--- src/hdl/mrce_pkg.sv ---
package mrce_pkg;

    localparam int MAX_DIM = 256;

    localparam int CFG_W   = 9;
    localparam int COORD_W = 8;
    localparam int DIST_W  = 9;
    localparam int STEP_W  = DIST_W + 1;
    localparam int MAXD_W  = DIST_W + 1;
    localparam int CNT_W   = 17;
    localparam int PROD_W  = 2 * CFG_W;
    localparam int POS_W   = 12;
    localparam int IDX_W   = 2;

    localparam logic [IDX_W-1:0] CFG_GRID_ROWS  = 2'd0;
    localparam logic [IDX_W-1:0] CFG_GRID_COLS  = 2'd1;
    localparam logic [IDX_W-1:0] CFG_CENTER_ROW = 2'd2;
    localparam logic [IDX_W-1:0] CFG_CENTER_COL = 2'd3;

    typedef enum logic [1:0] {
        PH_CENTER,
        PH_BOTTOM,
        PH_PAIRS,
        PH_TOP
    } t_phase;

    typedef enum logic {
        ST_IDLE,
        ST_SEARCH
    } t_state;

    typedef struct packed {
        logic start;
        logic step;
        logic load;
    } t_cmd;

    typedef struct packed {
        logic resolve;
        logic slot_free;
    } t_sts;

    // zero acts as one, anything above the largest grid acts as the largest
    function automatic logic [CFG_W-1:0] eff_dim(input logic [CFG_W-1:0] v);
        logic [CFG_W-1:0] res;
        res = v;
        if (v == '0) begin
            res = CFG_W'(1);
        end else if (v > CFG_W'(MAX_DIM)) begin
            res = CFG_W'(MAX_DIM);
        end
        return res;
    endfunction

endpackage

--- src/hdl/mrce_if.sv ---
interface mrce_req_if;
    logic valid;
    logic ready;
    logic restart;

    modport source (output valid, output restart, input ready);
    modport sink (input valid, input restart, output ready);
endinterface

interface mrce_res_if;
    logic                             valid;
    logic                             ready;
    logic [mrce_pkg::COORD_W-1:0]     cell_row;
    logic [mrce_pkg::COORD_W-1:0]     cell_col;
    logic [mrce_pkg::DIST_W-1:0]      distance;
    logic                             valid_res;
    logic                             last;

    modport source (output valid, output cell_row, output cell_col, output distance,
                    output valid_res, output last, input ready);
    modport sink (input valid, input cell_row, input cell_col, input distance,
                  input valid_res, input last, output ready);
endinterface

--- src/hdl/manhattan_ring_cell_enumerator.sv ---
// After a request is taken, the walk skips each ring point outside the grid, one
// candidate per cycle, and then loads the registered result word.
// A new request is taken only once the previous one has loaded its result word; it is taken
// while the previous result word still waits in the output register.
// Reset (synchronous, active low): walk at the center, grid 1x1, center (0,0).
module manhattan_ring_cell_enumerator (
    input  logic                           i_clk,
    input  logic                           i_rst_n,
    input  logic                           i_cfg_we,
    input  logic [mrce_pkg::IDX_W-1:0]     i_cfg_idx,
    input  logic [mrce_pkg::CFG_W-1:0]     i_cfg_data,
    mrce_req_if.sink                       i_req,
    mrce_res_if.source                     o_res
);

    mrce_pkg::t_cmd cmd;
    mrce_pkg::t_sts sts;
    logic           req_ready;

    mrce_ctrl u_ctrl (
        .i_clk       (i_clk),
        .i_rst_n     (i_rst_n),
        .i_req_valid (i_req.valid),
        .o_req_ready (req_ready),
        .i_sts       (sts),
        .o_cmd       (cmd)
    );

    mrce_dpath u_dpath (
        .i_clk       (i_clk),
        .i_rst_n     (i_rst_n),
        .i_cfg_we    (i_cfg_we),
        .i_cfg_idx   (i_cfg_idx),
        .i_cfg_data  (i_cfg_data),
        .i_cmd       (cmd),
        .i_restart   (i_req.restart),
        .o_sts       (sts),
        .i_res_ready (o_res.ready),
        .o_res_valid (o_res.valid),
        .o_cell_row  (o_res.cell_row),
        .o_cell_col  (o_res.cell_col),
        .o_distance  (o_res.distance),
        .o_valid_res (o_res.valid_res),
        .o_last      (o_res.last)
    );

    assign i_req.ready = req_ready;

endmodule

--- src/hdl/mrce_ctrl.sv ---
module mrce_ctrl (
    input  logic          i_clk,
    input  logic          i_rst_n,
    input  logic          i_req_valid,
    output logic          o_req_ready,
    input  mrce_pkg::t_sts i_sts,
    output mrce_pkg::t_cmd o_cmd
);

    mrce_pkg::t_state r_state;
    mrce_pkg::t_state n_state;

    always_ff @(posedge i_clk) begin
        if (!i_rst_n) begin
            r_state <= mrce_pkg::ST_IDLE;
        end else begin
            r_state <= n_state;
        end
    end

    always_comb begin
        n_state = r_state;
        case (r_state)
            mrce_pkg::ST_IDLE: begin
                if (i_req_valid) begin
                    n_state = mrce_pkg::ST_SEARCH;
                end
            end
            mrce_pkg::ST_SEARCH: begin
                if (i_sts.resolve && i_sts.slot_free) begin
                    n_state = mrce_pkg::ST_IDLE;
                end
            end
            default: n_state = mrce_pkg::ST_IDLE;
        endcase
    end

    always_comb begin
        o_req_ready = 1'b0;
        o_cmd       = '0;
        case (r_state)
            mrce_pkg::ST_IDLE: begin
                o_req_ready = 1'b1;
                o_cmd.start = i_req_valid;
            end
            mrce_pkg::ST_SEARCH: begin
                // skip ring points one per cycle; hold when the result word can't be placed
                o_cmd.step = !i_sts.resolve;
                o_cmd.load = i_sts.resolve && i_sts.slot_free;
            end
            default: begin
                o_req_ready = 1'b0;
            end
        endcase
    end

endmodule

--- src/hdl/mrce_dpath.sv ---
module mrce_dpath (
    input  logic                           i_clk,
    input  logic                           i_rst_n,
    input  logic                           i_cfg_we,
    input  logic [mrce_pkg::IDX_W-1:0]     i_cfg_idx,
    input  logic [mrce_pkg::CFG_W-1:0]     i_cfg_data,
    input  mrce_pkg::t_cmd                 i_cmd,
    input  logic                           i_restart,
    output mrce_pkg::t_sts                 o_sts,
    input  logic                           i_res_ready,
    output logic                           o_res_valid,
    output logic [mrce_pkg::COORD_W-1:0]   o_cell_row,
    output logic [mrce_pkg::COORD_W-1:0]   o_cell_col,
    output logic [mrce_pkg::DIST_W-1:0]    o_distance,
    output logic                           o_valid_res,
    output logic                           o_last
);

    localparam int PD = mrce_pkg::POS_W;

    // configuration registers
    logic [mrce_pkg::CFG_W-1:0]   r_grid_rows;
    logic [mrce_pkg::CFG_W-1:0]   r_grid_cols;
    logic [mrce_pkg::COORD_W-1:0] r_center_row;
    logic [mrce_pkg::COORD_W-1:0] r_center_col;

    // per-run geometry, latched when a word is accepted
    logic [mrce_pkg::CFG_W-1:0]   r_rows;
    logic [mrce_pkg::CFG_W-1:0]   r_cols;
    logic [mrce_pkg::COORD_W-1:0] r_r0;
    logic [mrce_pkg::COORD_W-1:0] r_c0;
    logic [mrce_pkg::MAXD_W-1:0]  r_maxd;
    logic [mrce_pkg::CNT_W-1:0]   r_total;

    // walk state
    mrce_pkg::t_phase             r_phase;
    mrce_pkg::t_phase             n_phase;
    logic [mrce_pkg::DIST_W-1:0]  r_ring_distance;
    logic [mrce_pkg::DIST_W-1:0]  n_ring_distance;
    logic [mrce_pkg::STEP_W-1:0]  r_ring_step;
    logic [mrce_pkg::STEP_W-1:0]  n_ring_step;
    logic                         r_pair_side;
    logic                         n_pair_side;
    logic [mrce_pkg::CNT_W-1:0]   r_count;
    logic                         r_finished;

    // result word
    logic                         r_res_vld;
    logic [mrce_pkg::COORD_W-1:0] r_cell_row;
    logic [mrce_pkg::COORD_W-1:0] r_cell_col;
    logic [mrce_pkg::DIST_W-1:0]  r_distance;
    logic                         r_valid_res;
    logic                         r_last;

    logic [mrce_pkg::CFG_W-1:0]   eff_rows;
    logic [mrce_pkg::CFG_W-1:0]   eff_cols;
    logic [mrce_pkg::CFG_W-1:0]   lim_row;
    logic [mrce_pkg::CFG_W-1:0]   lim_col;
    logic [mrce_pkg::COORD_W-1:0] clamp_r0;
    logic [mrce_pkg::COORD_W-1:0] clamp_c0;
    logic [mrce_pkg::PROD_W-1:0]  prod;

    logic signed [PD-1:0]         d_s;
    logic signed [PD-1:0]         k_s;
    logic signed [PD-1:0]         off_s;
    logic signed [PD-1:0]         abs_s;
    logic signed [PD-1:0]         m_s;
    logic signed [PD-1:0]         dr_s;
    logic signed [PD-1:0]         dc_s;
    logic signed [PD-1:0]         row_s;
    logic signed [PD-1:0]         col_s;
    logic [mrce_pkg::DIST_W-1:0]  cand_dist;
    logic [mrce_pkg::STEP_W-1:0]  step_inc;
    logic [mrce_pkg::CNT_W-1:0]   cnt_inc;
    logic                         hit;
    logic                         exhaust;
    logic                         advance;
    logic                         take_hit;
    logic                         is_last;

    always_ff @(posedge i_clk) begin
        if (!i_rst_n) begin
            r_grid_rows  <= mrce_pkg::CFG_W'(1);
            r_grid_cols  <= mrce_pkg::CFG_W'(1);
            r_center_row <= '0;
            r_center_col <= '0;
        end else if (i_cfg_we) begin
            case (i_cfg_idx)
                mrce_pkg::CFG_GRID_ROWS:  r_grid_rows  <= i_cfg_data;
                mrce_pkg::CFG_GRID_COLS:  r_grid_cols  <= i_cfg_data;
                mrce_pkg::CFG_CENTER_ROW: r_center_row <= i_cfg_data[mrce_pkg::COORD_W-1:0];
                mrce_pkg::CFG_CENTER_COL: r_center_col <= i_cfg_data[mrce_pkg::COORD_W-1:0];
                default: r_grid_rows <= r_grid_rows;
            endcase
        end
    end

    always_comb begin
        eff_rows = mrce_pkg::eff_dim(r_grid_rows);
        eff_cols = mrce_pkg::eff_dim(r_grid_cols);
        lim_row  = eff_rows - mrce_pkg::CFG_W'(1);
        lim_col  = eff_cols - mrce_pkg::CFG_W'(1);
        clamp_r0 = ({1'b0, r_center_row} > lim_row) ? lim_row[mrce_pkg::COORD_W-1:0]
                                                   : r_center_row;
        clamp_c0 = ({1'b0, r_center_col} > lim_col) ? lim_col[mrce_pkg::COORD_W-1:0]
                                                   : r_center_col;
        prod     = eff_rows * eff_cols;
    end

    always_ff @(posedge i_clk) begin
        if (i_cmd.start) begin
            r_rows  <= eff_rows;
            r_cols  <= eff_cols;
            r_r0    <= clamp_r0;
            r_c0    <= clamp_c0;
            r_maxd  <= {1'b0, eff_rows} + {1'b0, eff_cols} - mrce_pkg::MAXD_W'(2);
            r_total <= prod[mrce_pkg::CNT_W-1:0];
        end
    end

    // candidate ring point for the current walk position
    always_comb begin
        d_s   = $signed({{(PD-mrce_pkg::DIST_W){1'b0}}, r_ring_distance});
        k_s   = $signed({{(PD-mrce_pkg::STEP_W){1'b0}}, r_ring_step});
        off_s = d_s - k_s;
        abs_s = off_s[PD-1] ? -off_s : off_s;
        m_s   = d_s - abs_s;
        dr_s  = '0;
        dc_s  = '0;
        cand_dist = r_ring_distance;
        case (r_phase)
            mrce_pkg::PH_CENTER: begin
                cand_dist = '0;
            end
            mrce_pkg::PH_BOTTOM: begin
                dr_s = d_s;
            end
            mrce_pkg::PH_PAIRS: begin
                dr_s = off_s;
                dc_s = r_pair_side ? -m_s : m_s;
            end
            mrce_pkg::PH_TOP: begin
                dr_s = -d_s;
            end
            default: begin
                cand_dist = '0;
            end
        endcase
        row_s = $signed({{(PD-mrce_pkg::COORD_W){1'b0}}, r_r0}) + dr_s;
        col_s = $signed({{(PD-mrce_pkg::COORD_W){1'b0}}, r_c0}) + dc_s;
        hit   = !row_s[PD-1] && (row_s < $signed({{(PD-mrce_pkg::CFG_W){1'b0}}, r_rows}))
             && !col_s[PD-1] && (col_s < $signed({{(PD-mrce_pkg::CFG_W){1'b0}}, r_cols}));
        exhaust = (r_phase != mrce_pkg::PH_CENTER) && ({1'b0, r_ring_distance} > r_maxd);
    end

    // walk successor
    always_comb begin
        n_phase         = r_phase;
        n_ring_distance = r_ring_distance;
        n_ring_step     = r_ring_step;
        n_pair_side     = r_pair_side;
        step_inc        = r_ring_step + mrce_pkg::STEP_W'(1);
        case (r_phase)
            mrce_pkg::PH_CENTER: begin
                n_phase         = mrce_pkg::PH_BOTTOM;
                n_ring_distance = mrce_pkg::DIST_W'(1);
            end
            mrce_pkg::PH_BOTTOM: begin
                n_phase     = mrce_pkg::PH_PAIRS;
                n_ring_step = mrce_pkg::STEP_W'(1);
                n_pair_side = 1'b0;
            end
            mrce_pkg::PH_PAIRS: begin
                n_pair_side = !r_pair_side;
                if (r_pair_side) begin
                    n_ring_step = step_inc;
                    // pair index runs 1 .. 2d-1
                    if (step_inc >= {r_ring_distance, 1'b0}) begin
                        n_phase = mrce_pkg::PH_TOP;
                    end
                end
            end
            mrce_pkg::PH_TOP: begin
                n_phase         = mrce_pkg::PH_BOTTOM;
                n_ring_distance = r_ring_distance + mrce_pkg::DIST_W'(1);
            end
            default: n_phase = mrce_pkg::PH_CENTER;
        endcase
    end

    assign cnt_inc  = r_count + mrce_pkg::CNT_W'(1);
    assign is_last  = cnt_inc >= r_total;
    assign take_hit = i_cmd.load && !r_finished && !exhaust;
    assign advance  = i_cmd.step || take_hit;

    assign o_sts.resolve   = r_finished || exhaust || hit;
    assign o_sts.slot_free = !r_res_vld || i_res_ready;

    always_ff @(posedge i_clk) begin
        if (!i_rst_n) begin
            r_phase         <= mrce_pkg::PH_CENTER;
            r_ring_distance <= '0;
            r_ring_step     <= '0;
            r_pair_side     <= 1'b0;
            r_count         <= '0;
            r_finished      <= 1'b0;
        end else if (i_cmd.start && i_restart) begin
            r_phase         <= mrce_pkg::PH_CENTER;
            r_ring_distance <= '0;
            r_ring_step     <= '0;
            r_pair_side     <= 1'b0;
            r_count         <= '0;
            r_finished      <= 1'b0;
        end else begin
            if (advance) begin
                r_phase         <= n_phase;
                r_ring_distance <= n_ring_distance;
                r_ring_step     <= n_ring_step;
                r_pair_side     <= n_pair_side;
            end
            if (i_cmd.load && !r_finished) begin
                if (exhaust) begin
                    r_finished <= 1'b1;
                end else begin
                    r_count    <= cnt_inc;
                    r_finished <= is_last;
                end
            end
        end
    end

    always_ff @(posedge i_clk) begin
        if (!i_rst_n) begin
            r_res_vld <= 1'b0;
        end else if (i_cmd.load) begin
            r_res_vld <= 1'b1;
        end else if (i_res_ready) begin
            r_res_vld <= 1'b0;
        end
    end

    always_ff @(posedge i_clk) begin
        if (i_cmd.load) begin
            if (take_hit) begin
                r_cell_row  <= row_s[mrce_pkg::COORD_W-1:0];
                r_cell_col  <= col_s[mrce_pkg::COORD_W-1:0];
                r_distance  <= cand_dist;
                r_valid_res <= 1'b1;
                r_last      <= is_last;
            end else begin
                r_cell_row  <= '0;
                r_cell_col  <= '0;
                r_distance  <= '0;
                r_valid_res <= 1'b0;
                r_last      <= 1'b0;
            end
        end
    end

    assign o_res_valid = r_res_vld;
    assign o_cell_row  = r_cell_row;
    assign o_cell_col  = r_cell_col;
    assign o_distance  = r_distance;
    assign o_valid_res = r_valid_res;
    assign o_last      = r_last;

endmodule

--- src/flat_wrapper.sv ---
// flat-port wrapper written by rule: the top's interface ports become plain ports
module manhattan_ring_cell_enumerator_flat 
  (i_clk, i_rst_n, i_cfg_we, i_cfg_idx, i_cfg_data, i_req_valid, i_req_restart, i_req_ready, o_res_valid, o_res_cell_row, o_res_cell_col, o_res_distance, o_res_valid_res, o_res_last, o_res_ready);
  mrce_req_if i_req_i ();
  mrce_res_if o_res_i ();
  input  logic i_clk;
  input  logic i_rst_n;
  input  logic i_cfg_we;
  input  logic [mrce_pkg::IDX_W-1:0] i_cfg_idx;
  input  logic [mrce_pkg::CFG_W-1:0] i_cfg_data;
  input wire logic [$bits(i_req_i.valid)-1:0] i_req_valid;
  input wire logic [$bits(i_req_i.restart)-1:0] i_req_restart;
  output wire logic [$bits(i_req_i.ready)-1:0] i_req_ready;
  output wire logic [$bits(o_res_i.valid)-1:0] o_res_valid;
  output wire logic [$bits(o_res_i.cell_row)-1:0] o_res_cell_row;
  output wire logic [$bits(o_res_i.cell_col)-1:0] o_res_cell_col;
  output wire logic [$bits(o_res_i.distance)-1:0] o_res_distance;
  output wire logic [$bits(o_res_i.valid_res)-1:0] o_res_valid_res;
  output wire logic [$bits(o_res_i.last)-1:0] o_res_last;
  input wire logic [$bits(o_res_i.ready)-1:0] o_res_ready;
  assign i_req_i.valid = i_req_valid;
  assign i_req_i.restart = i_req_restart;
  assign i_req_ready = i_req_i.ready;
  assign o_res_valid = o_res_i.valid;
  assign o_res_cell_row = o_res_i.cell_row;
  assign o_res_cell_col = o_res_i.cell_col;
  assign o_res_distance = o_res_i.distance;
  assign o_res_valid_res = o_res_i.valid_res;
  assign o_res_last = o_res_i.last;
  assign o_res_i.ready = o_res_ready;
  manhattan_ring_cell_enumerator u_core (.i_clk(i_clk), .i_rst_n(i_rst_n), .i_cfg_we(i_cfg_we), .i_cfg_idx(i_cfg_idx), .i_cfg_data(i_cfg_data), .i_req(i_req_i), .o_res(o_res_i));
endmodule
--- config.mk ---
export PLATFORM = sky130hd
export DESIGN_NAME = manhattan_ring_cell_enumerator_flat
export DESIGN_NICKNAME = d
export VERILOG_FILES = /design/src/hdl/mrce_pkg.sv /design/src/hdl/mrce_if.sv /design/src/hdl/manhattan_ring_cell_enumerator.sv /design/src/hdl/mrce_ctrl.sv /design/src/hdl/mrce_dpath.sv /design/src/flat_wrapper.sv
export SDC_FILE = /design/constraint.sdc
export NUM_CORES = 1
export LEC_CHECK = 0
export ABC_AREA = 1
export BUFFER_PORTS_ARGS = -buffer_cell sky130_fd_sc_hd__buf_2
export CORE_ASPECT_RATIO = 2
export CORE_MARGIN = 2
export CORE_UTILIZATION = 50
export CTS_BUF_LIST = sky130_fd_sc_hd__clkbuf_2 sky130_fd_sc_hd__clkbuf_4 sky130_fd_sc_hd__clkbuf_8
export CTS_CLUSTER_DIAMETER = 100
export DETAILED_ROUTE_END_ITERATION = 12
export PLACE_DENSITY = 0.66
export SYNTH_ARGS = -nofsm -noshare
export SYNTH_HDL_FRONTEND = slang
export SYNTH_SLANG_ARGS = --single-unit
--- constraint.sdc ---
create_clock -name i_clk -period 20.1 [get_ports i_clk]
set_input_delay 5.025 -clock i_clk [delete_from_list [all_inputs] [get_ports i_clk]]
set_output_delay 5.025 -clock i_clk [all_outputs]
set_load 0.005 [all_outputs]
# Word level (Yosys, flattened, before mapping)
# Index checks and enable logic that the tools add are counted.
# totals
input_bits	17
out_inout_bits	29
register_bits	164
wordCells	125
# op_classes
n_mul	1
add_sub_neg	14
n_eq_ne	8
order_cmp	9
n_reduce_logical	39
muxes	27
bitwise	4
# op_table
operator	count
12-bit 2-to-1 mux	3
9-bit 2-to-1 mux	4
12-bit one-hot mux with 3 select lines	1
9-bit by 12-bit adder with 12-bit output	2
12-bit by 10-bit less-than comparator with 1-bit output	2
10-bit one-hot mux with 2 select lines	1
8-bit by 9-bit > comparator with 1-bit output	2
9-bit > comparator, second input constant	2
9-bit zero test	2
9-bit one-hot mux with 2 select lines	1
9-bit by 1-bit subtractor with 9-bit output, second input constant	2
17-bit by 1-bit adder with 17-bit output, second input constant	1
17-bit greater-or-equal comparator	1
9-bit by 9-bit multiplier with 17-bit output	1
8-bit 2-to-1 mux	2
2-bit AND reduction	7
11-bit negator with 12-bit output	1
12-bit negator	1
9-bit negator with 12-bit output	1
10-bit by 12-bit subtractor with 12-bit output	1
9-bit by 10-bit subtractor with 11-bit output	1
10-bit by 1-bit adder with 10-bit output, second input constant	1
9-bit by 9-bit adder with 10-bit output	1
10-bit greater-or-equal comparator	1
19 further kinds	60

# Longest topological paths before layout
# logic_depth
depth_word	18
mapped_depth	49
ltp_nobuf	49

# By module
# A second synthesis with hierarchy kept.
# unflattened
cells_unflattened	1784
hier_area_um2	14181.1
# modules_own_cells
mod	n_inst	cells_each	area_each_um2	seq_area_each_um2
mrce_dpath	1	1775	14122.3	4144.0
mrce_ctrl	1	9	58.8	20.0

# Least setup slack after synthesis
# No wires, ideal clock.
# synth_timing
path_type	in2reg
startpoint	in i_req_valid
endpoint	reg u_core.u_dpath.r_c0[0] (netlist bit) (enable)
arrival_ns	6.278
slack_ns	13.406
setup_time_ns	0.415
t_required_ns	19.685
path_buffers	0
cell_stages	2
path_cell_list	nand2_1 inv_1
# synth_lines
item	line	source
start, declared	flat_wrapper.sv:11	input wire logic [$bits(i_req_i.valid)-1:0] i_req_valid;
end signal, assigned	mrce_dpath.sv:115	r_c0 <= clamp_c0;
end, declared	mrce_dpath.sv:31	logic [mrce_pkg::COORD_W-1:0] r_c0;

# Worst setup path after layout
# layout_timing
startpoint	reg u_core.u_dpath.r_ring_distance[0] (netlist bit)
endpoint	reg u_core.u_dpath.r_ring_step[7] (netlist bit)
# layout_via
elab_cells_between_ends	30
classes_between	add/sub (7); order compare (3); mux (5); reduce/logical (15)
# layout_lines
item	line	source
start, declared	mrce_dpath.sv:38	logic [mrce_pkg::DIST_W-1:0] r_ring_distance;
start signal, assigned	mrce_dpath.sv:217	r_ring_distance <= n_ring_distance;
9-bit by 10-bit subtractor with 11-bit output	mrce_dpath.sv:125	off_s = d_s - k_s;
11-bit negator with 12-bit output	mrce_dpath.sv:126	abs_s = off_s[PD-1] ? -off_s : off_s;
12-bit 2-to-1 mux	mrce_dpath.sv:126	
10-bit by 12-bit subtractor with 12-bit output (*)	mrce_dpath.sv:127	m_s = d_s - abs_s;
12-bit negator	mrce_dpath.sv:140	dc_s = r_pair_side ? -m_s : m_s;
12-bit 2-to-1 mux (*)	mrce_dpath.sv:140	
12-bit 2-to-1 mux (*)	mrce_dpath.sv:131	case (r_phase)
9-bit by 12-bit adder with 12-bit output (*)	mrce_dpath.sv:150	col_s = $signed({{(PD-mrce_pkg::COORD_W){1'b0}}, r_c0}) + dc_s;
named net u_core.u_dpath.col_s[7]	mrce_dpath.sv:71	logic signed [PD-1:0] col_s;
12-bit by 10-bit less-than comparator with 1-bit output (*)	mrce_dpath.sv:152	&& !col_s[PD-1] && (col_s < $signed({{(PD-mrce_pkg::CFG_W){1'b0}}, r_cols}));
1-bit logical AND (*)	mrce_dpath.sv:152	
1-bit logical OR (*)	mrce_dpath.sv:196	assign o_sts.resolve = r_finished || exhaust || hit;
1-bit logical AND	mrce_ctrl.sv:49	o_cmd.load = i_sts.resolve && i_sts.slot_free;
2-bit 2-to-1 mux (*)	mrce_ctrl.sv:41	case (r_state)
1-bit logical AND (2 in a row)	mrce_dpath.sv:193	assign take_hit = i_cmd.load && !r_finished && !exhaust;
1-bit logical OR (*)	mrce_dpath.sv:194	assign advance = i_cmd.step || take_hit;
3-bit AND reduction (no source line) (*)	--	
end signal, assigned	mrce_dpath.sv:218	r_ring_step <= n_ring_step;
end, declared	mrce_dpath.sv:40	logic [mrce_pkg::STEP_W-1:0] r_ring_step;
# Mark *: on every way through the listed nets, which the timed path passes. The rest lies on a longest branch.
# A chain may end at the register's enable or synchronous reset.

==> metrics.csv <==
metric;value;unit
grt_use_total;26.0;%
timing.rr.start;u_core.u_dpath.r_ring_distance[0];
reg2regPathDepth;46;
vias;11600;
rsz0062_at_grt;false;
period_share;39.6;%
p_per_area;71.5;nW/µm²
placed_cell_area;14500;µm²
die_area;29300;µm²
crit_type;flop to flop;
cp-end-kind;flop;
crit_fanout;49;
async_reset_ff_share;0;%
die_w;122;µm
worstPathArrival;8.33;ns
synth_edf_count;88;
final.min_clock_period;7.96;ns
io_pins;46;
drc;0;
ys_ff_latch;164;
grt_pass1_wl;57900;µm
antenna_found_initial;1;
outcome;finished clean;
start_util;50.7;%
cts.sinks;164;
gp_congestion;0.970;
slew_headroom;15.5;%
cts_buffers;17;
postCtsResizedCells;0;
p_leak;7.28;nW
viasPerCell;5.30;
h-tree-depth;4;
wl_per_cell;16.6;µm
final_common_cell;inv_1;
synth.avg_cell_area;7.82;µm²
overflow;0;
synth_top_area_share;18.9;%
netlist_area;14000;µm²
finalSetupTns;0;ns
cp_slowest_cell;nand4_4;
drtPass1Iterations;5;
reg2reg_to;u_core.u_dpath.r_ring_step[7];
fin_worst_skew;0.0183;ns
syn2layout_area_growth;7.00;%
tightest_slew;1.27;ns
hp-start;u_core.u_dpath.r_finished;
maxSlewViolCount;0;
min_path_cells;2;
ir_drop;0.0443;mV
antenna_left;0;
synthTopCellsByArea;edfxtp_1 19%, ha_1 16%, dfxtp_1 11%, inv_1 8.9%, nand2_1 8.0%;
grt_pass1_vias;11600;
cts.reportedPaths.clkPinSlew;0.10;ns
yosys_warnings;0;
fmax;0.126;GHz
dpl.hpwl;29600;µm
slowest_delay;0.59;ns
postCtsHoldBufs;0;
syn_inst;1785;
crit_path_start_kind;flop;
r2r_setup_slack;12.14;ns
stdcell_area;14900;µm²
setup_violations;0;
finalNetCount;2067;
cts_root_buf;clkbuf_8;
cap_violations;0;
yosysSeqAreaShare;29.8;%
utilization;54.2;%
synth_cell_types;48;
synth-main-ff-cell;edfxtp_1;
yosys.area.top_type;edfxtp_1;
insertion_delay;0.50;ns
hold_viol_final;0;
path_common_cell;nand2_1;
coreArea;27500;µm²
worstPathRequired;20.47;ns
syn_nets;2029;
n_fill_cell;2733;
die_h;240;µm
wl;36400;µm
grt_start_max_net_pins;62;
drive_gt1_share;7.35;%
min_to;u_core.u_dpath.r_finished;
clockBufferDepth;2;
final_cell_mix;330 x inv_1, 298 x nand2_1, 173 x nor2_1, 173 x ha_1, 140 x a21oi_1;
rows;86;
post-cts-setup-buffer-count;0;
dr.first_iter.drc_count;635;
hp-class;flop to flop;
cts_tree;done;
io_buffers;45;
-- flip-flops by register name, indices dropped and copies added, names as in the netlist, 2 cells and up --
name / cells
u_core.u_dpath.r_center_col: 8
u_core.u_dpath.r_c0: 8
u_core.u_dpath.o_cell_row: 8
u_core.u_dpath.r_maxd: 10
u_core.u_dpath.r_center_row: 8
u_core.u_dpath.r_phase: 2
u_core.u_dpath.r_rows: 9
u_core.u_dpath.r_grid_rows: 9
u_core.u_dpath.r_r0: 8
u_core.u_dpath.o_cell_col: 8
u_core.u_dpath.r_total: 17
u_core.u_dpath.r_grid_cols: 9
u_core.u_dpath.r_count: 17
u_core.u_dpath.o_distance: 9
u_core.u_dpath.r_cols: 9
u_core.u_dpath.r_ring_step: 10
u_core.u_dpath.r_ring_distance: 9
-- worst max-delay path, delay by kind of cell (launching register included) --
family / cells / cell delay [ns]
flip-flops: 1 / 0.42
AND/OR/NAND/NOR: 27 / 3.61
adder cells (fa/ha/maj): 6 / 2.00
AO/OA/AOI/OAI: 7 / 1.13
buffers and inverters: 6 / 0.66
-- through the flow --
stage	std cells	setup slack, ns	hold slack (ns)	power, W
after global placement	2156	12.41	0.449	0.000816
final	2189	12.14	0.462	0.00107
after global routing	2189	11.45	0.493	0.00114
after CTS	2188	12.13	0.464	0.00107
after detailed placement	2156	12.16	0.451	0.000826
after floorplan	1785	13.41	0.431	0.000724
-- power by group --
group / internal, W / total [W] / switching (W)
sequential: 0.000395 / 0.000414 / 0.0000187
clock: 0.0000973 / 0.000246 / 0.000149
combinational: 0.000133 / 0.000408 / 0.000274
total: 0.000626 / 0.00107 / 0.000442
-- worst max path at each step --
stage	cells after the start	end	start	slack (ns)
global placement	46	u_core.u_dpath.r_ring_step[7]	u_core.u_dpath.r_ring_distance[0]	12.41
finish	46	u_core.u_dpath.r_ring_step[7]	u_core.u_dpath.r_ring_distance[0]	12.14
CTS	44	u_core.u_dpath.r_ring_step[7]	u_core.u_dpath.r_ring_distance[0]	12.13
detailed placement	44	u_core.u_dpath.r_ring_step[7]	u_core.u_dpath.r_ring_distance[0]	12.16
floorplan	2	u_core.u_dpath.r_c0[0]	i_req_valid	13.41
global route	46	u_core.u_dpath.r_ring_step[7]	u_core.u_dpath.r_ring_distance[0]	11.45
-- Yosys cell counts, drive strengths merged, types with 6 or more instances --
master,count
a21oi,140
xnor2,12
nand4,15
a21boi,7
nor4,6
buf,11
nand3b,7
clkinv,7
xor2,67
ha,173
o211ai,6
o21ai,101
o21bai,7
nor2,177
edfxtp,88
fa,54
nor3,20
nand2,317
inv,334
clkbuf,26
a31oi,7
nand3,99
dfxtp,76
-- cell families (layout without fill, tap and decap cells) --
family,count (synthesis),after routing,share of synthesized area (%)
and+or+nand+nor,651,651,20.4
buffers and inverters,378,429,10.5
xor gates and xnor gates,79,79,4.96
AOI/OAI and AO/OA,286,286,11.1
DFF,164,164,29.8
other,0,1,0
adders and majority gates,227,227,23.3
-- metal layers --
layer  routed length (µm)  up-vias  share of wire [%]  track usage, %
li1                     -     5836                  -               -
met1                12500     5372                 34            24.3
met2                19600      264                 54            49.3
met3                 1030      134                2.8            3.32
met4                 3260        0                9.0            20.4
met5                    0        -                  0               0
-- final cells by class --
type / instances / area (µm²) / share of cell area (%)
multi-input combinational: 1243 / 8330 / 55.8
sequential: 164 / 4160 / 27.9
clock buffer: 18 / 248 / 1.66
tap: 352 / 440 / 2.95
clock inverter: 14 / 155 / 1.04
antenna: 1 / 2.50 / 0.0168
inverter: 341 / 1280 / 8.57
timing repair buffer: 56 / 308 / 2.06
(Power assumes the default switching activity.)
